### config.mk
export PLATFORM = sky130hd
export DESIGN_NAME = lzwd_front
export DESIGN_NICKNAME = d
export VERILOG_FILES = /design/src/sv/lzwd_pkg.sv /design/src/sv/lzwd_front.sv
export SDC_FILE = /design/constraint.sdc
export NUM_CORES = 1
export LEC_CHECK = 0
export ABC_AREA = 1
export BUFFER_PORTS_ARGS = -buffer_cell sky130_fd_sc_hd__buf_2
export CAP_MARGIN = 20
export CORE_ASPECT_RATIO = 2
export CORE_MARGIN = 5
export CORE_UTILIZATION = 40
export DETAILED_ROUTE_END_ITERATION = 7
export HOLD_SLACK_MARGIN = 0.03
export PLACE_DENSITY = 0.59
export SLEW_MARGIN = 40
export SYNTH_ARGS = -nofsm -noshare
export SYNTH_HDL_FRONTEND = slang
export SYNTH_SLANG_ARGS = --single-unit
### constraint.sdc
create_clock -name clk -period 3.65 [get_ports clk]
set_clock_uncertainty 0.15 [all_clocks]
set_input_delay 0.365 -clock clk [delete_from_list [all_inputs] [get_ports clk]]
set_output_delay 0.365 -clock clk [all_outputs]
set_load 0.01 [all_outputs]
### src/sv/lzwd_pkg.sv
// ----------------------------------------------------------------------------
// lzwd_pkg
// Types and constants shared by the parts of the LZ word decompressor.
// ----------------------------------------------------------------------------
package lzwd_pkg;

  localparam int WORD_W = 16;
  localparam int DIST_LSB = 5;
  localparam int COUNT_W = 5;
  localparam int RUN_W = 6;
  localparam int TOKEN_IDX_W = 5;
  localparam logic [TOKEN_IDX_W-1:0] LAST_TOKEN = 5'd31;
  localparam logic [RUN_W-1:0] COUNT_BIAS = 6'd2;

  typedef enum logic [1:0] {
    PH_LOW    = 2'd0,
    PH_HIGH   = 2'd1,
    PH_TOKENS = 2'd2
  } phase_t;

  typedef enum logic [1:0] {
    BK_IDLE  = 2'd0,
    BK_ISSUE = 2'd1,
    BK_DATA  = 2'd2
  } back_state_t;

  typedef struct packed {
    logic              literal;
    logic              clear;
    logic              fin;
    logic [WORD_W-1:0] word;
  } cmd_t;

  typedef struct packed {
    logic [WORD_W-1:0] data;
    logic              last_run;
    logic              last_stream;
  } result_t;

endpackage

### src/sv/lzwd_front.sv
// ----------------------------------------------------------------------------
// lzwd_front
// Parses the flag words and turns each token into a literal or copy command.
// ----------------------------------------------------------------------------
module lzwd_front (
  input  logic                        clk,
  input  logic                        rst,
  input  logic                        accept,
  input  logic [lzwd_pkg::WORD_W-1:0] word,
  input  logic                        start,
  input  logic                        fin,
  output logic                        cmd_push,
  output lzwd_pkg::cmd_t              cmd
);

  lzwd_pkg::phase_t                   phase;
  lzwd_pkg::phase_t                   phase_next;
  lzwd_pkg::phase_t                   eff_phase;
  logic [lzwd_pkg::WORD_W-1:0]        flags_lo;
  logic [2*lzwd_pkg::WORD_W-1:0]      flags;
  logic [lzwd_pkg::TOKEN_IDX_W-1:0]   idx;
  logic                               clear_pending;

  // A start marker restarts the parse, so its word is always a low flag half.
  assign eff_phase = start ? lzwd_pkg::PH_LOW : phase;

  always_comb begin
    phase_next = phase;
    if (accept) begin
      case (eff_phase)
        lzwd_pkg::PH_HIGH: begin
          phase_next = lzwd_pkg::PH_TOKENS;
        end
        lzwd_pkg::PH_TOKENS: begin
          phase_next = (idx == lzwd_pkg::LAST_TOKEN) ? lzwd_pkg::PH_LOW
                                                      : lzwd_pkg::PH_TOKENS;
        end
        default: begin
          phase_next = lzwd_pkg::PH_HIGH;
        end
      endcase
    end
  end

  always_comb begin
    cmd_push    = accept && (eff_phase == lzwd_pkg::PH_TOKENS);
    cmd.literal = flags[idx];
    cmd.clear   = clear_pending;
    cmd.fin     = fin;
    cmd.word    = word;
  end

  always_ff @(posedge clk) begin
    if (rst) begin
      phase         <= lzwd_pkg::PH_LOW;
      idx           <= '0;
      clear_pending <= 1'b0;
    end else begin
      phase <= phase_next;
      if (accept && start) begin
        clear_pending <= 1'b1;
      end else if (cmd_push) begin
        clear_pending <= 1'b0;
      end
      if (accept && (eff_phase == lzwd_pkg::PH_HIGH)) begin
        idx <= '0;
      end else if (cmd_push) begin
        idx <= idx + 1'b1;
      end
    end
  end

  always_ff @(posedge clk) begin
    if (accept) begin
      case (eff_phase)
        lzwd_pkg::PH_HIGH: begin
          flags <= {word, flags_lo};
        end
        lzwd_pkg::PH_TOKENS: begin
          flags <= flags;
        end
        default: begin
          flags_lo <= word;
        end
      endcase
    end
  end

endmodule

Word-level counts from Yosys, hierarchy flattened
Index checks and enable logic that the tools add are counted.
{"block": "word_totals", "elab_cells": 26, "reg_bits": 56, "output_inout_bits": 20, "in_bits": 21}
{"block": "op_classes", "n_reduce_logical": 8, "bitwise": 1, "n_addsub": 1, "muxes": 7, "n_lt_le_gt_ge": 1, "eq_ne": 3}
{"op": "$lt 5x6->1 const B", "count": 1}
{"op": "$add 5x1->5 const B", "count": 1}
{"op": "$bmux 1 s5", "count": 1}
{"op": "$eq 5x5->1 const B", "count": 1}
{"op": "$mux 2", "count": 2}
{"op": "$pmux 2 s2", "count": 1}
{"op": "$reduce_and 2->1", "count": 2}
{"op": "$reduce_or 2->1", "count": 2}
{"op": "$logic_and 1x1->1", "count": 3}
{"op": "$mux 1", "count": 3}
{"op": "$eq 2x1->1 const B", "count": 1}
{"op": "$eq 2x2->1 const B", "count": 1}
{"op": "$reduce_bool 2->1", "count": 1}
{"op": "$not 1->1", "count": 1}

Depth between registers and ports, before layout
Gate-level depths: netlist of the first run.
{"block": "depth", "word_depth": 5, "depth_mapped": 11, "ltp_nobuf": 9}

Worst setup path after synthesis of the first run
No wires, ideal clock.
{"block": "synth_path", "path_kind": "input-to-reg", "from": "input port start", "to": "register idx[1] in the netlist's numbering", "cell_stages": 8, "t_required_ps": 3414, "arrival_ps": 1743, "setup_ps": 86, "path_slack_ps": 1671, "path_buffers": 0, "cell_sequence": "inv_1 -> nand2_1 -> inv_1 -> ha_1 -> nand2_1 -> inv_1 -> or2_2 -> a211oi_1"}
{"block": "synth_between", "elab_chain_len": 4, "word_cells_on_any_way": 6, "cone_classes": "eq/ne: 2; mux: 1; reduce/logical: 3"}
{"element": "from (decl)", "line_no": "lzwd_front.sv:10", "source": "input logic start,"}
{"element": "$mux 2 *", "line_no": "lzwd_front.sv:25", "source": "assign eff_phase = start ? lzwd_pkg::PH_LOW : phase;"}
{"element": "$eq 2x1->1", "line_no": "lzwd_front.sv:65", "source": "if (accept && (eff_phase == lzwd_pkg::PH_HIGH)) begin"}
{"element": "$logic_and 1x1->1", "line_no": "lzwd_front.sv:65"}
{"element": "$reduce_or 2->1 (no line)"}
{"element": "to (signal assigned)", "line_no": "lzwd_front.sv:68", "source": "idx <= idx + 1'b1;"}
{"element": "to (decl)", "line_no": "lzwd_front.sv:21", "source": "logic [lzwd_pkg::TOKEN_IDX_W-1:0] idx;"}
Every way passes the cells marked *; elsewhere a longest branch is shown, timed or not.
A chain may end at the register's enable or synchronous reset.

==> metrics.txt, run 1 <==
Placed Area=~2400 um^2; gp weighted congestion=~0.8; layout cells sized above 1=23.56%; top cells by area, synth=edfxtp_1 62%, nand2_1 8.3%, dfxtp_1 6.8%, buf_4 5.8%, nand3_1 4.7%; Slew Limit Fails=0; wire length of the first global-routing pass=a little over 6000 um; min Tclk post-route=2463 ps; clock slew seen by the registers of the worst setup and hold paths=~70 ps; Synth Register Bits=between 50 and 60; Filler Cells Inserted=between 500 and 600; root buf cell=clkbuf_16; CORE AREA=5709 um^2; clk_lat worst skew=roughly 290 ps; Cells after Synth=200; Most common cell on crit path=nand2_1; CTS sink cnt=56; Post-Syn Area=about 2300 um^2; status=completed; GRT Total Usage=10.47%; syn_nets=225; Final period util=67.48%; design area=between 2000 and 3000 um^2; crit path max-delay cell type=dfxtp_1; number of cells in the design after placement=278; RSZ-0062 raised after global routing=false; CTS Buffer Depth=2; yosys warns=0; WHS=between 100 and 150 ps; CP Capture Type=output port; HPWL after DPL=about 2800 um; area of the multi-input gates=498.0 um^2; max layer used=met4; met3 routed WL=around 180 um; Yosys top cell area share=~60%; WL per Instance=13.14 um; vias in the first global route=1383; overflow left after global routing=0; CTS buffer count=5; Register Area=1602 um^2; ys flop type=edfxtp_1; Die H=approximately 120 um; leading cell types by count after synthesis=52 x nand2_1, 48 x edfxtp_1, 22 x nand3_1; DRC=0; asr flop ratio synth=0%; post-CTS sizing=0; Iter 0 DRT Violations=~50; largest net degree at the start of global routing=34; setup TNS=0 ps; Post-Syn Area per Cell=around 12 um^2; Worst Max-Slew Pin Slew=between 700 and 800 ps; met1 WL=roughly 1400 um; cell with the most instances after synthesis=nand2_1; die area=7568 um^2; kind of critical path=reg -> out; crit path DAT=1950 ps; # IOs=41; nets@finish=approximately 250; Area Overhead vs Synth=10.54%; final setup fails=0; Max-slew headroom=between 50 and 60%; min-delay worst type=in -> reg; diodes inserted=0; final antenna-violating net count=0; PortBufs=38; DR pass1 iterations=4; critical path, cell by cell=inv_6 -> nand2_1 -> nand3_1 -> nand3_1 -> nand2_1 -> nor2_1 -> nand2_1 -> nand2_1 -> inv_1 -> buf_2; CTS tree=yes; area leader, netlist=edfxtp_1; via count=between 1000 and 1500; FMAX=slightly above 400 MHz; Fin. Hold Viols=0; pwr dens=roughly 480 nW/um^2; met2 wire length=just over 2000 um; max incr delay on CP=800 ps; Via density=about 4.7; Final Non-Filler Cells=around 290; Initial Utilization=just over 40%; initial antenna violation count=0; Worst setup SP type=flop; Seq/Total Area, Yosys=around 68%; DRT Wirelength=roughly 3800 um; Max-Cap Viols=0; Hold-fix buffers, CTS=0; H-tree depth=2; Worst Path Max Fanout=19; Netlist cell types=20; post-CTS setup buffer count=0; width of the chip=around 64 um; CP required=around 3100 ps; Static Leak=approximately 0.0011 uW; num rows=39; maximum vdd drop=~0.00035 V; number of flops mapped to enable cells by yosys=48
[critical path: cells and delay by family, from the launching register on]
family / cells / cell delay, ps
buffers and inverters: 3 / 310
DFF: 1 / 800
and+or+nand+nor: 7 / 540
[through the flow]
stage / util, % / total power [uW] / worst slack (ps)
finish: 45.28 / 1247 / 1187
global route: 45.28 / 1297 / 1013
CTS: 45.28 / 1267 / 1188
detailed placement: 42.71 / 789.9 / 1511
global placement: 42.71 / 788.4 / 1561
floorplan: - / 772.3 / 1671
[cell type report]
class                      instances  area share [%]
clock inverter                     2          0.6776
timing repair buffer              39           7.648
sequential                        56           61.96
tap                               61           2.953
multi-input combinational        106           19.26
inverter                          16           2.517
clock buffer                       6           4.985
[kinds of logic after synthesis]
family | after synthesis | synth area share (%)
and+or+nand+nor | 92 | 16.80
buffers and inverters | 38 | 10.22
DFF | 56 | 68.49
AOI/OAI and AO/OA | 10 | 2.354
adders and majority gates | 4 | 2.140
[registers in the layout (all words and copies together) (netlist names)]
signal and cells:
phase 2, flags 32, flags_lo 16, idx 5, clear_pending 1
[power by group]
part	internal, uW	switching (uW)
registers	718	5.39
clock network	260	213
logic	19.0	31.2
[final timing paths]
| kind | cells past startpoint | end | startpoint | slack, ps |
|---|---|---|---|---|
| setup / recovery | 10 | cmd[18] | idx[0] | 1190 |
| hold / removal | 1 | flags[17] | word[1] | 120 |
| setup reg to reg | 7 | phase[1] | idx[0] | 1730 |
| hold reg to reg | 0 | flags[14] | flags_lo[14] | 270 |
[cell usage in the layout, fill, tap and decap left out, drive strengths merged]
cell type and count:
inv 18, ha 4, nor2 13, edfxtp 48
clkbuf 6, o21ai 2, nor3b 1, nand2 54
buf 39, dfxtp 8, nor3 1, nand3 22
a21oi 6, a211oi 2, or2 1
[routing by layer]
layer / GRT usage [%] / vias to the layer above
li1: - / 700
met1: 11.86 / 614
met2: 17.70 / 29
met3: 2.372 / 11
met4: 5.722 / 0
met5: 0 / -
Note: power is estimated with default switching activity, not from simulation.
==> run 2: changes to the inputs <==
PLACE_DENSITY = 0.62   (was 0.59)
clock period = 2.15 ns   (was 3.65 ns; I/O delays follow)
==> run 2 against run 1 <==
Combinational power increased by 130%. Highest routed layer unchanged. Final cell count grew 7.3%. Critical path depth fell by 1. Critical endpoint unchanged. Die area is the same.
==> metrics.txt, run 2 (same netlist as run 1, synthesis figures left out) <==
Max-slew headroom=72.82%; worst r2r dst=clear_pending; status=completed; CTS sink cnt=56; final setup fails=0; nets@finish=between 200 and 300; Via density=4.720; maximum vdd drop=about 0.00060 V; overflow left after global routing=0; min Tclk post-route=1970 ps; crit path to=cmd[18]; Static Leak=0.001154 uW; wire length of the first global-routing pass=approximately 6600 um; width of the chip=64.07 um; GRT Total Usage=between 10 and 15%; CP Capture Type=output port; CTS Buffer Depth=2; gp weighted congestion=between 0.8 and 0.9; FMAX=~500 MHz; num rows=39; Area Overhead vs Synth=19.21%; commonest non-fill, non-tap cell in the layout=nand2_1; register-to-register setup slack=between 300 and 400 ps; kind of critical path=reg -> out; Fin. Hold Viols=0; pwr dens=slightly below 800 nW/um^2; Worst Max-Slew Pin Slew=a little over 400 ps; Die H=~120 um; max FFs per register=32; crit path DAT=1610 ps; Initial Utilization=between 40% and 50%; # IOs=41; commonest cells after routing, fill and taps aside=52 x nand2_1, 48 x edfxtp_1, 38 x buf_2; Worst Path Max Fanout=11; post-CTS setup buffer count=0; layout cells sized above 1=between 20% and 30%; final antenna-violating net count=0; DRT Wirelength=approximately 4000 um; H-tree depth=2; vias in the first global route=around 1400; PortBufs=38; HPWL after DPL=about 2900 um; Filler Cells Inserted=517; largest net degree at the start of global routing=33; CTS buffer count=5; clk_lat worst skew=roughly 290 ps; root buf cell=clkbuf_16; Worst R2R Start=phase[0]; CORE AREA=between 5000 and 6000 um^2; Worst Reg-to-Reg Cells=6; CP required=~1800 ps; CTS tree=yes; setup TNS=0 ps; die area=about 7600 um^2; via count=1449; area of the multi-input gates=~500 um^2; Worst setup SP type=flop; RSZ-0062 raised after global routing=false; min-delay worst type=in -> reg; Register Area=around 1600 um^2; Top Registers=flags (32), flags_lo (16), idx (5); Slew Limit Fails=0; initial antenna violation count=0; clock slew seen by the registers of the worst setup and hold paths=70 ps; DRC=0; Critical Path Source=idx[1]; Final period util=between 90% and 100%; Biggest register=flags; Iter 0 DRT Violations=slightly below 50; Max-Cap Viols=0; WL per Instance=around 13 um; DR pass1 iterations=4; WHS=96.45 ps; diodes inserted=0
-- run 2: what timing repair did --
action / CTS / global route
gates resized for setup: 0 / 0
endpoints found under the hold margin: 35 / 0
hold buffers: 18 / 0
-- run 2: report_power, final --
group / internal (uW) / total, uW / leakage (uW) / switching [uW]
combinational: 55.6 / 114 / 0.000573 / 58.0
sequential: 1220 / 1230 / 0.000511 / 9.03
clock: 465 / 800 / 0.0000712 / 335
-- run 2: cell type report --
cell class | count | area share, %
multi-input combinational | 106 | 17.86
clock buffer | 8 | 5.251
timing repair buffer | 60 | 14.36
sequential | 56 | 57.45
inverter | 16 | 2.334
tap | 61 | 2.738
-- run 2: per-layer routing --
| layer | part of all wire (%) | track usage, % |
|---|---|---|
| met4 | 4.6 | 8.322 |
| met5 | 0 | 0 |
| met1 | 38 | 12.22 |
| met2 | 54 | 18.64 |
| met3 | 3.9 | 2.087 |
-- run 2: critical path, cell delays in order (launching register included) --
cell	delay, ps
dfxtp_1	570
inv_2	160
nand3_1	120
nand3_1	80
nand2_1	80
nand2_1	50
nand2_1	60
nand2_1	40
inv_1	40
buf_2	120
-- run 2: worst min path at each step --
stage | slack (ps) | cells past startpoint | start | to
2_1_floorplan | 130 | 1 | rst | clear_pending
3_3_place_gp | 250 | 0 | flags_lo[3] | flags[3]
3_5_place_dp | 250 | 0 | flags_lo[3] | flags[3]
4_1_cts | 80 | 3 | accept | phase[0]
5_1_grt | 100 | 3 | accept | phase[0]
6_report | 100 | 3 | accept | phase[0]
-- run 2: per-stage QoR --
stage	utilization, %	cell area (um^2)	power (uW)	setup WS, ps	cells
final	48.83	2788	2141	179.7	307
after global placement	43.11	2461	1341	420.3	281
after CTS	48.83	2788	2167	179.1	307
after detailed placement	43.11	2461	1343	419.7	281
after floorplan	-	2338	1311	268.6	200
after global routing	48.83	2788	2218	58.15	307
