File: src/sv/lzwd_fifo.sv
// ----------------------------------------------------------------------------
// lzwd_fifo
// Small synchronous first-in first-out queue with full and empty flags.
// ----------------------------------------------------------------------------
module lzwd_fifo #(
  parameter int WIDTH = 19,
  parameter int DEPTH = 4
) (
  input  logic             clk,
  input  logic             rst,
  input  logic             wr_en,
  input  logic [WIDTH-1:0] wr_data,
  output logic             full,
  input  logic             rd_en,
  output logic [WIDTH-1:0] rd_data,
  output logic             empty
);

  localparam int AW = $clog2(DEPTH);

  logic [WIDTH-1:0] slots [DEPTH];
  logic [AW-1:0]    wr_ptr;
  logic [AW-1:0]    rd_ptr;
  logic [AW:0]      count;
  logic             do_wr;
  logic             do_rd;

  assign full    = (count == (AW+1)'(DEPTH));
  assign empty   = (count == '0);
  assign do_wr   = wr_en && !full;
  assign do_rd   = rd_en && !empty;
  assign rd_data = slots[rd_ptr];

  always_ff @(posedge clk) begin
    if (rst) begin
      wr_ptr <= '0;
      rd_ptr <= '0;
      count  <= '0;
    end else begin
      if (do_wr) begin
        wr_ptr <= wr_ptr + 1'b1;
      end
      if (do_rd) begin
        rd_ptr <= rd_ptr + 1'b1;
      end
      if (do_wr && !do_rd) begin
        count <= count + 1'b1;
      end else if (do_rd && !do_wr) begin
        count <= count - 1'b1;
      end
    end
  end

  always_ff @(posedge clk) begin
    if (do_wr) begin
      slots[wr_ptr] <= wr_data;
    end
  end

endmodule

File: config.mk
export PLATFORM = sky130hd
export DESIGN_NAME = lzwd_fifo
export DESIGN_NICKNAME = d
export VERILOG_FILES = /design/src/sv/lzwd_fifo.sv
export SDC_FILE = /design/constraint.sdc
export NUM_CORES = 1
export LEC_CHECK = 0
export BUFFER_PORTS_ARGS = -buffer_cell sky130_fd_sc_hd__buf_2
export CORE_ASPECT_RATIO = 0.5
export CORE_MARGIN = 10
export CORE_UTILIZATION = 45
export DETAILED_ROUTE_END_ITERATION = 12
export PLACE_DENSITY = 0.67
export SYNTH_ARGS = -nofsm -noshare
export SYNTH_HDL_FRONTEND = slang
export SYNTH_SLANG_ARGS = --single-unit
File: constraint.sdc
create_clock -name clk -period 2.1 [get_ports clk]
set_clock_uncertainty 0.05 [all_clocks]
set_input_delay 0.42 -clock clk [delete_from_list [all_inputs] [get_ports clk]]
set_output_delay 0.42 -clock clk [all_outputs]
set_load 0.02 [all_outputs]
# Word-level counts from Yosys, hierarchy flattened
# Memories as Yosys holds them, arrays and structs flattened. A register that Yosys moved wholly into a read port is not among the register bits.
# Index checks and enable logic that the tools add are counted.
# Widths: inputs -> output; s select.
[word_totals]
regBits = 7
ramBits = 76
word_cells = 25
latchBits = 0
romBits = 0
n_memories = 1
in_bits = 23
[classes]
mul = 0
n_lt_le_gt_ge = 0
shift = 0
eq_ne = 1
muxes = 6
n_addsub = 4
bitwise = 0
n_reduce_logical = 10
n_div = 0
[memory_table]
columns = ["memory", "depth", "word_bits", "read_ports", "rd_clocked_by_memory_dff", "wr", "line_no", "rtl"]
rows = [
  ["slots", 4, 19, 1, 1, 1, "21", "logic [WIDTH-1:0] slots [DEPTH];"],
]
[ops]
columns = ["op", "n"]
rows = [
  ["$mux 3", 2],
  ["$add 2x1->2 const B", 2],
  ["$logic_and 1x1->1", 4],
  ["$logic_not 1->1", 4],
  ["$mux 2", 2],
  ["$add 3x1->3 const B", 1],
  ["$eq 3x3->1 const B", 1],
  ["$logic_not 3->1", 1],
  ["$sub 3x1->3 const B", 1],
  ["$mux 1", 2],
  ["$reduce_bool 2->1", 1],
]

# Longest topological paths before layout
# Gate-level depths: netlist (run 1).
[depth]
depth_word = 7
mapped_depth = 8
mapped_depth_nobuf = 8

# Worst setup path after synthesis (run 1)
# OpenSTA, ideal clock, no wires.
[synth_timing]
path_kind = "flip-flop to flip-flop"
from = "register count[0]"
to = "register count[2]"
setup_slack_ns = 0.036
path_stages_with_launch = 9
arrival_ns = 1.944
setup_time_ns = 0.070
path_cell_list = "dfxtp_1 > nor3b_2 > nor2_2 > ha_1 > inv_1 > fa_1 > xor2_1 > or3_1 > a21oi_1"
[synth_via]
elab_chain_cells = 6
[synth_rtl]
columns = ["element", "line_no", "rtl"]
rows = [
  ["from (decl)", "24", "logic [AW:0] count;"],
  ["from (signal assigned)", "47", "count <= count + 1'b1;"],
  ["from (signal assigned)", "49", "count <= count - 1'b1;"],
  ["$eq 3x3->1 *", "28", "assign full = (count == (AW+1)'(DEPTH));"],
  ["named net full", "13", "output logic full,"],
  ["$logic_not 1->1 *", "30", "assign do_wr = wr_en && !full;"],
  ["$logic_and 1x1->1 *", "30", ""],
  ["named net do_wr", "25", "logic do_wr;"],
  ["$logic_not 1->1", "48", "end else if (do_rd && !do_wr) begin"],
  ["$logic_and 1x1->1", "48", ""],
  ["$reduce_bool 2->1 (no line)", "--", ""],
]
# The timed path passes the listed nets; every way through them passes the cells marked *. The select of a mux whose other input is x is not followed.
# A chain may end at the register's enable or synchronous reset.

# Worst setup path after layout (run 1)
[layout_timing]
from = "register count[2]"
to = "register count[2]"
[layout_via]
elab_chain_cells = 6
[layout_rtl]
columns = ["element", "line_no"]
rows = [
  ["$eq 3x3->1 *", "28"],
  ["$logic_not 1->1 *", "30"],
  ["$logic_and 1x1->1 *", "30"],
  ["named net do_wr", "25"],
  ["$logic_not 1->1", "48"],
  ["$logic_and 1x1->1", "48"],
  ["$reduce_bool 2->1 (no line)", "--"],
]
# Marked as above.

==> impl_metrics.py, run 1 <==
metrics = {
    "clock_tree": {
        "cts_max_path_buffers": 2,
        "clk_pin_slew_worst_paths_ns": 0.06,
        "cts_max_level": 3,
        "cts_made_buffers": 9,
        "insertion_delay_ns": 0.32,
        "cts_tree": "yes",
        "ctsHoldBuffers": 0,
        "cts-root-buf": "clkbuf_16",
        "clkSinkCount": 85,
    },
    "route": {
        "routed_wl_um": 5400,
        "drt_pass1_iterations": 4,
        "first_iter_violations": 131,
        "drc": 0,
        "postRouteAntennaNets": 0,
        "vias": 1533,
        "viasPerCell": 4.99,
        "wl_per_cell_um": 17.6,
    },
    "global_route": {
        "grt_max_degree": 20,
        "gr-usage-all-layers": 0.100,
        "grt_overflow": 0,
        "grt_pass1_vias": 1591,
        "grt_antenna_before_repair": 0,
        "grt_pass1_wl_um": 8330,
    },
    "floorplan": {
        "coreArea_um2": 6810,
        "die_h_um": 79.8,
        "initial_core_util": 0.473,
        "num_rows": 21,
        "die_area_um2": 11100,
        "die_w_um": 140,
        "io_pins": 44,
    },
    "yosys": {
        "syn_area_um2": 3220,
        "synth_top_cell_by_area": "edfxtp_1",
        "syn_avg_cell_area_um2": 21.9,
        "yosys_warnings": 0,
        "async_flop_share": 0,
        "yosys_register_bits": 85,
        "ys_top_cells_by_area": "edfxtp_1, mux4_2, dfxtp_1",
        "yosysTopAreaCellShare": 0.708,
        "ys.flop_type": "edfxtp_1",
        "synth_enable_flop_cells": 76,
        "syn_nets": 176,
        "yosysUniqueCellTypes": 23,
        "netlist_instances": 147,
        "yosysSeqAreaShare": 0.764,
    },
    "layout": {
        "area_growth_pct": 24.0,
        "drive_gt1_frac": 0.465,
        "finalNetCount": 239,
        "nFillCells": 486,
        "fin_cells": 307,
        "antenna_cells": 0,
        "layout_commonest_cell": "edfxtp_1",
        "most-common-layout-cells": "edfxtp_1, buf_2, mux4_2",
    },
    "critical_path": {
        "r2r-end": "count[2]",
        "r2r-start": "count[2]",
        "reg2reg_setup_slack_ns": 0.08,
        "cp-start-kind": "flip-flop",
        "crit_type": "flip-flop to flip-flop",
        "worstPathRequired_ns": 2.30,
        "rr_worst_depth": 8,
        "path_max_fanout": 4,
        "arrival_ns": 2.22,
        "end_kind": "flip-flop",
    },
    "min_path": {
        "hold_depth": 1,
        "hp-start": "wr_data[3]",
        "hold_path_class": "input port to flip-flop",
        "whs_endpoint": "slots[2][3]",
    },
    "placement": {
        "place.gp.congestion": 0.653,
        "dp_hpwl_um": 3300,
        "dp.cells": 285,
        "port-buffer-count": 43,
    },
    "power": {
        "p_total_mw": 5.16,
        "p_leak_nw": 1.41,
        "max-vdd-ir-drop_v": 0.000850,
        "power_density_nw_per_um2": 1290,
    },
    "status": {
        "status": "complete, no violations",
    },
    "timing": {
        "whs_ns": 0.252,
        "setup_viol": 0,
        "fmax_mhz": 495,
        "layout_min_cycle_time_ns": 2.02,
        "tightest_slew_ns": 0.305,
        "drv_slew": 0,
        "relSlewSlack": 0.794,
        "hold_viol": 0,
        "period_share": 0.963,
    },
    "flow_run": {
        "maxCapViolCount": 0,
    },
}
[where the power goes]
group	total, mW	internal, mW	switching, mW
sequential	2.15	2.06	0.0933
clock	1.62	1.04	0.577
combinational	1.39	0.660	0.733
[layer usage]
metal,GRT usage,share of wire
met4,0.0523,0.019
met2,0.160,0.49
met5,0,0
met1,0.115,0.44
met3,0.0428,0.043
[sequential cells by signal, indices dropped and copies added (netlist names), named ones only]
| signal | flops |
|---|---|
| slots | 76 |
| count | 3 |
| rd_ptr | 2 |
| wr_ptr | 2 |
[critical path: stages, from the launching register on]
cell	delay [ns]
dfxtp_4	0.36
nor3b_4	0.16
nor2_2	0.13
ha_2	0.20
inv_1	0.06
fa_2	0.33
xor2_1	0.16
or3_1	0.36
a21oi_2	0.14
[layout make-up]
class | instances | area, um^2 | area share
Clock buffer | 10 | 229 | 0.0573
Inverter | 4 | 15.0 | 0.00376
Sequential cell | 85 | 2470 | 0.620
Timing Repair Buffer | 57 | 350 | 0.0877
Tap cell | 92 | 115 | 0.0288
Clock inverter | 6 | 86.3 | 0.0216
Multi-Input combinational cell | 53 | 723 | 0.181
[worst max-delay path by stage]
stage	slack (ns)	startpoint	cells after the start	end
2_1_floorplan	0.04	count[0]	8	count[2]
3_3_place_gp	0.10	count[0]	7	count[2]
3_5_place_dp	-0.11	count[0]	7	count[2]
4_1_cts	0.005	flip-flop	3	rd_data[16]
5_1_grt	-0.02	count[2]	8	count[2]
6_report	0.08	count[2]	8	count[2]
[cells in the mapped netlist, types with 2 or more instances]
cell,n
or3_1,2
xor2_1,4
mux4_2,19
and2_1,4
ha_1,5
nand2b_1,2
buf_2,2
edfxtp_1,76
inv_1,4
o21ai_0,2
dfxtp_1,9
nor2_1,5
mux2i_1,2
a21oi_1,2
[cell families after synthesis]
| logic type | share of synthesized area |
|---|---|
| compound gates | 0.0128 |
| mux | 0.139 |
| xor+xnor | 0.0109 |
| simple gates | 0.0287 |
| buf+inv | 0.0186 |
| flops | 0.764 |
| fa+ha+maj | 0.0256 |
[through the flow]
step | setup WS [ns] | instance area (um^2) | TNS (ns) | util
4_1_cts | 0.00539 | 3910 | 0 | 0.575
3_3_place_gp | 0.102 | 3580 | 0 | 0.526
6_report | 0.0780 | 3990 | 0 | 0.587
5_1_grt | -0.0195 | 3990 | -0.0195 | 0.587
2_1_floorplan | 0.0359 | 3220 | 0 | -
3_5_place_dp | -0.113 | 3580 | -0.113 | 0.526
[what timing repair did]
| action | CTS | global route |
|---|---|---|
| hold endpoints to repair | 0 | 0 |
| endpoints found under the setup margin | 1 | 20 |
| buffers inserted | 0 | 5 |
| pin swaps | 1 | 5 |
| resized for setup | 4 | 8 |
| cloned | 0 | 1 |
Note: power is estimated with default switching activity, not from simulation.
==> run 2, diff against run 1 <==
Settings changed: CORE_UTILIZATION 45 to 42, PLACE_DENSITY 0.67 to not set.
==> run 2 against run 1 <==
  * Utilization down 5.4 points
  * Critical path depth unchanged
  * First-iteration DRC count shrank 32%
  * Wire length up 2.9%
  * Final area decreased by 1.2%
  * Largest power group unchanged
  * Clock power decreased by 6%
  * Critical path type unchanged
  * Flip-flop and latch count unchanged
==> impl_metrics.py, run 2 (same netlist as run 1, synthesis figures left out) <==
metrics = {
    "placement": {
        "dp_hpwl_um": 3320,
        "place.gp.congestion": 0.647,
        "port-buffer-count": 43,
    },
    "critical_path": {
        "cp-start-kind": "flip-flop",
        "reg2reg_setup_slack_ns": 0.01,
        "arrival_ns": 2.29,
        "path_max_fanout": 6,
        "worstPathRequired_ns": 2.30,
        "r2r-start": "count[2]",
        "crit_type": "flip-flop to flip-flop",
        "critical_path.startpoint": "count[2]",
        "end_kind": "flip-flop",
    },
    "layout": {
        "antenna_cells": 0,
        "reg.largest.list": "slots x76, count x3",
        "drive_gt1_frac": 0.453,
        "layout_commonest_cell": "edfxtp_1",
        "largest_register": "slots",
        "finalNetCount": 236,
        "area_growth_pct": 22.5,
        "largest_register_ffs": 76,
        "utilization": 0.533,
        "most-common-layout-cells": "edfxtp_1, buf_2, mux4_2",
    },
    "floorplan": {
        "die_area_um2": 11800,
        "die_w_um": 144,
        "initial_core_util": 0.435,
        "num_rows": 22,
        "io_pins": 44,
        "die_h_um": 81.9,
        "coreArea_um2": 7400,
    },
    "global_route": {
        "grt_max_degree": 20,
        "grt_pass1_vias": 1634,
        "grt_overflow": 0,
        "gr-usage-all-layers": 0.0995,
        "grt_pass1_wl_um": 8480,
        "grt_antenna_before_repair": 0,
    },
    "clock_tree": {
        "clk_pin_slew_worst_paths_ns": 0.06,
        "clkSinkCount": 85,
        "cts_tree": "yes",
        "cts_max_path_buffers": 2,
        "cts-root-buf": "clkbuf_16",
        "cts_max_level": 3,
        "cts_made_buffers": 9,
        "insertion_delay_ns": 0.32,
    },
    "timing": {
        "period_share": 0.993,
        "whs_ns": 0.252,
        "tightest_slew_ns": 0.308,
        "layout_min_cycle_time_ns": 2.09,
        "hold_viol": 0,
        "drv_slew": 0,
        "fmax_mhz": 479,
        "relSlewSlack": 0.791,
        "tns_ns": 0,
        "setup_viol": 0,
        "rsz0062_at_grt": "yes",
    },
    "route": {
        "wl_per_cell_um": 18.0,
        "postRouteAntennaNets": 0,
        "drt_pass1_iterations": 4,
        "drc": 0,
        "viasPerCell": 5.01,
        "routed_wl_um": 5560,
        "first_iter_violations": 89,
        "vias": 1544,
    },
    "flow_run": {
        "maxCapViolCount": 0,
    },
    "min_path": {
        "hp-start": "wr_data[10]",
        "hold_path_class": "input port to flip-flop",
    },
    "power": {
        "power_density_nw_per_um2": 1270,
        "p_leak_nw": 1.38,
        "max-vdd-ir-drop_v": 0.000670,
        "p_total_mw": 5.02,
    },
    "status": {
        "status": "complete, no violations",
    },
}
-- run 2: stage by stage --
step | std cells | area [um^2] | setup WS, ns
6_report | 308 | 3950 | 0.0138
5_1_grt | 308 | 3950 | -0.0298
4_1_cts | 305 | 3890 | 0.00635
3_5_place_dp | 289 | 3580 | -0.0387
3_3_place_gp | 289 | 3580 | 0.104
2_1_floorplan | 147 | 3220 | 0.0359
-- run 2: cell type report --
| cell class | instances | area (um^2) |
|---|---|---|
| clock buffers | 11 | 233 |
| multi-input cells | 53 | 717 |
| inverters | 4 | 15.0 |
| well taps | 96 | 120 |
| flip-flops and latches | 85 | 2470 |
| fillers | 581 | 3460 |
| clock inverters | 5 | 60.1 |
| repair buffers | 54 | 330 |
-- run 2: path summary, 6_finish.rpt --
| kind | cells after the start | endpoint |
|---|---|---|
| worst min register to register | 2 | wr_ptr[1] |
| worst max-delay path | 8 | count[2] |
| worst max register to register | 8 | count[2] |
| worst min-delay path | 1 | slots[2][10] |
-- run 2: power by group --
group | switching (mW) | internal, mW | total, mW
sequential | 0.0993 | 2.05 | 2.15
combinational | 0.716 | 0.631 | 1.35
clock | 0.591 | 0.925 | 1.52
-- run 2: critical path, stage by stage (launching register included) --
cell and delay [ns]:
dfxtp_4 0.36, nor3b_2 0.17, nor2_2 0.17, ha_2 0.22, inv_1 0.06, fa_2 0.33, xor2_1 0.16, or3_1 0.33
a21oi_2 0.15
-- run 2: timing repair --
item,CTS,global route
endpoints found under the setup margin,3,4
pin swaps,0,2
gates cloned,0,1
endpoints found under the hold margin,0,0
gates resized for setup,5,5
hold buffers,0,0
buffers inserted,0,2
-- run 2: per-layer routing --
layer,part of all wire,vias to the layer above,GRT usage
li1,-,716,-
met1,0.41,784,0.103
met2,0.50,32,0.170
met3,0.072,12,0.0507
met4,0.019,0,0.0435
met5,0,-,0
==> run 3, diff against run 2 <==
Settings changed: RECOVER_POWER set to 25.
==> run 3 against run 2 <==
  * Critical path depth unchanged
  * Count of clock-buffer cells in the layout unchanged
  * Fmax unchanged
  * Combinational power about the same
  * Register-to-register slack about the same
  * Non-clock buffer count unchanged
  * Sequential power about the same
  * Flip-flop and latch count unchanged
  * Critical endpoint unchanged
  * Largest cell class unchanged
  * Largest power group unchanged
  * Highest routed layer unchanged
==> impl_metrics.py, run 3 (same netlist as run 1, synthesis figures left out) <==
metrics = {
    "timing": {
        "rsz0062_at_grt": "yes",
        "layout_min_cycle_time_ns": 2.09,
        "tightest_slew_ns": 0.308,
        "tns_ns": 0,
        "whs_ns": 0.255,
        "relSlewSlack": 0.791,
        "drv_slew": 0,
        "fmax_mhz": 479,
        "hold_viol": 0,
        "setup_viol": 0,
        "period_share": 0.993,
    },
    "placement": {
        "dp.cells": 289,
        "dp_hpwl_um": 3320,
        "place.gp.congestion": 0.647,
        "port-buffer-count": 43,
    },
    "route": {
        "viasPerCell": 5.00,
        "postRouteAntennaNets": 0,
        "vias": 1540,
        "wl_per_cell_um": 18.0,
        "routed_wl_um": 5550,
        "drt_pass1_iterations": 4,
        "drc": 0,
        "first_iter_violations": 94,
    },
    "critical_path": {
        "arrival_ns": 2.29,
        "r2r-end": "count[2]",
        "reg2reg_setup_slack_ns": 0.01,
        "r2r-start": "count[2]",
        "rr_worst_depth": 8,
        "crit_end": "count[2]",
        "end_kind": "flip-flop",
        "worstPathRequired_ns": 2.30,
        "critical_path.startpoint": "count[2]",
        "cp-start-kind": "flip-flop",
        "path_max_fanout": 6,
        "crit_type": "flip-flop to flip-flop",
    },
    "layout": {
        "nFillCells": 588,
        "most-common-layout-cells": "edfxtp_1, buf_2, mux4_2",
        "layout_commonest_cell": "edfxtp_1",
        "largest_register": "slots",
        "finalNetCount": 236,
        "fin_cells": 308,
        "area_growth_pct": 22.0,
        "drive_gt1_frac": 0.396,
        "antenna_cells": 0,
        "reg.largest.list": "slots x76, count x3",
        "utilization": 0.531,
        "largest_register_ffs": 76,
    },
    "min_path": {
        "hold_path_class": "input port to flip-flop",
    },
    "clock_tree": {
        "cts_max_path_buffers": 2,
        "clk_pin_slew_worst_paths_ns": 0.05,
        "cts-root-buf": "clkbuf_16",
        "insertion_delay_ns": 0.33,
        "cts_max_level": 3,
        "cts_made_buffers": 9,
        "clkSinkCount": 85,
        "ctsHoldBuffers": 0,
        "cts_tree": "yes",
    },
    "floorplan": {
        "io_pins": 44,
        "die_w_um": 144,
        "die_area_um2": 11800,
        "num_rows": 22,
        "initial_core_util": 0.435,
        "die_h_um": 81.9,
        "coreArea_um2": 7400,
    },
    "power": {
        "p_leak_nw": 1.35,
        "p_total_mw": 5.01,
        "max-vdd-ir-drop_v": 0.000670,
        "power_density_nw_per_um2": 1280,
    },
    "global_route": {
        "grt_antenna_before_repair": 0,
        "grt_pass1_vias": 1634,
        "grt_max_degree": 20,
        "gr-usage-all-layers": 0.0995,
        "grt_pass1_wl_um": 8480,
        "grt_overflow": 0,
    },
    "flow_run": {
        "maxCapViolCount": 0,
    },
    "status": {
        "status": "complete, no violations",
    },
}
-- run 3: changes by cell type in the layout (fill, tap and decap cells not counted) --
cell / delta
buf_2: -12
clkbuf_1: +12
-- run 3: worst min-delay path by stage --
stage | start | end | slack, ns | depth (start not counted)
detailed placement | wr_ptr[1] | wr_ptr[1] | 0.46 | 2
floorplan | wr_ptr[1] | wr_ptr[1] | 0.43 | 2
global route | wr_data[3] | slots[2][3] | 0.25 | 1
global placement | wr_ptr[1] | wr_ptr[1] | 0.44 | 2
CTS | wr_data[4] | slots[2][4] | 0.24 | 1
finish | wr_data[3] | slots[3][3] | 0.26 | 1
-- run 3: per-layer routing --
metal	vias up	GRT usage	part of all wire
li1	716	-	-
met1	779	0.103	0.42
met2	35	0.170	0.50
met3	10	0.0507	0.071
met4	0	0.0435	0.016
met5	-	0	0
-- run 3: where the power goes --
part | internal, mW | leakage, nW | total (mW) | switching, mW
registers | 2.05 | 0.772 | 2.15 | 0.0996
clock network | 0.925 | 0.140 | 1.52 | 0.591
logic | 0.628 | 0.438 | 1.34 | 0.716
total | 3.61 | 1.35 | 5.01 | 1.41
-- run 3: critical path: stages, from the launching register on --
cell	delay, ns
dfxtp_4	0.36
nor3b_2	0.17
nor2_2	0.17
ha_2	0.22
inv_1	0.06
fa_2	0.33
xor2_1	0.16
or3_1	0.33
a21oi_2	0.15
-- run 3: per-stage QoR --
| stage | setup WS [ns] | instance area [um^2] |
|---|---|---|
| finish | 0.0138 | 3930 |
| global route | -0.0298 | 3930 |
| CTS | 0.00635 | 3890 |
| detailed placement | -0.0387 | 3580 |
| global placement | 0.104 | 3580 |
| floorplan | 0.0359 | 3220 |
-- run 3: area by class of cell --
cell class                 instances  area, um^2  share of cell area
sequential                        85        2470               0.629
clock inverter                     5        60.1              0.0153
timing repair buffer              54         315              0.0802
tap                               96         120              0.0306
inverter                           4        15.0             0.00382
clock buffer                      11         233              0.0592
multi-input combinational         53         717               0.182
-- run 3: what timing repair did --
item                                    in CTS  in global routing
setup buffers                                0                  2
gates cloned                                 0                  1
endpoints found under the setup margin       3                  4
pin swaps                                    0                  2
gates resized for setup                      5                  5
endpoints found under the hold margin        0                  0
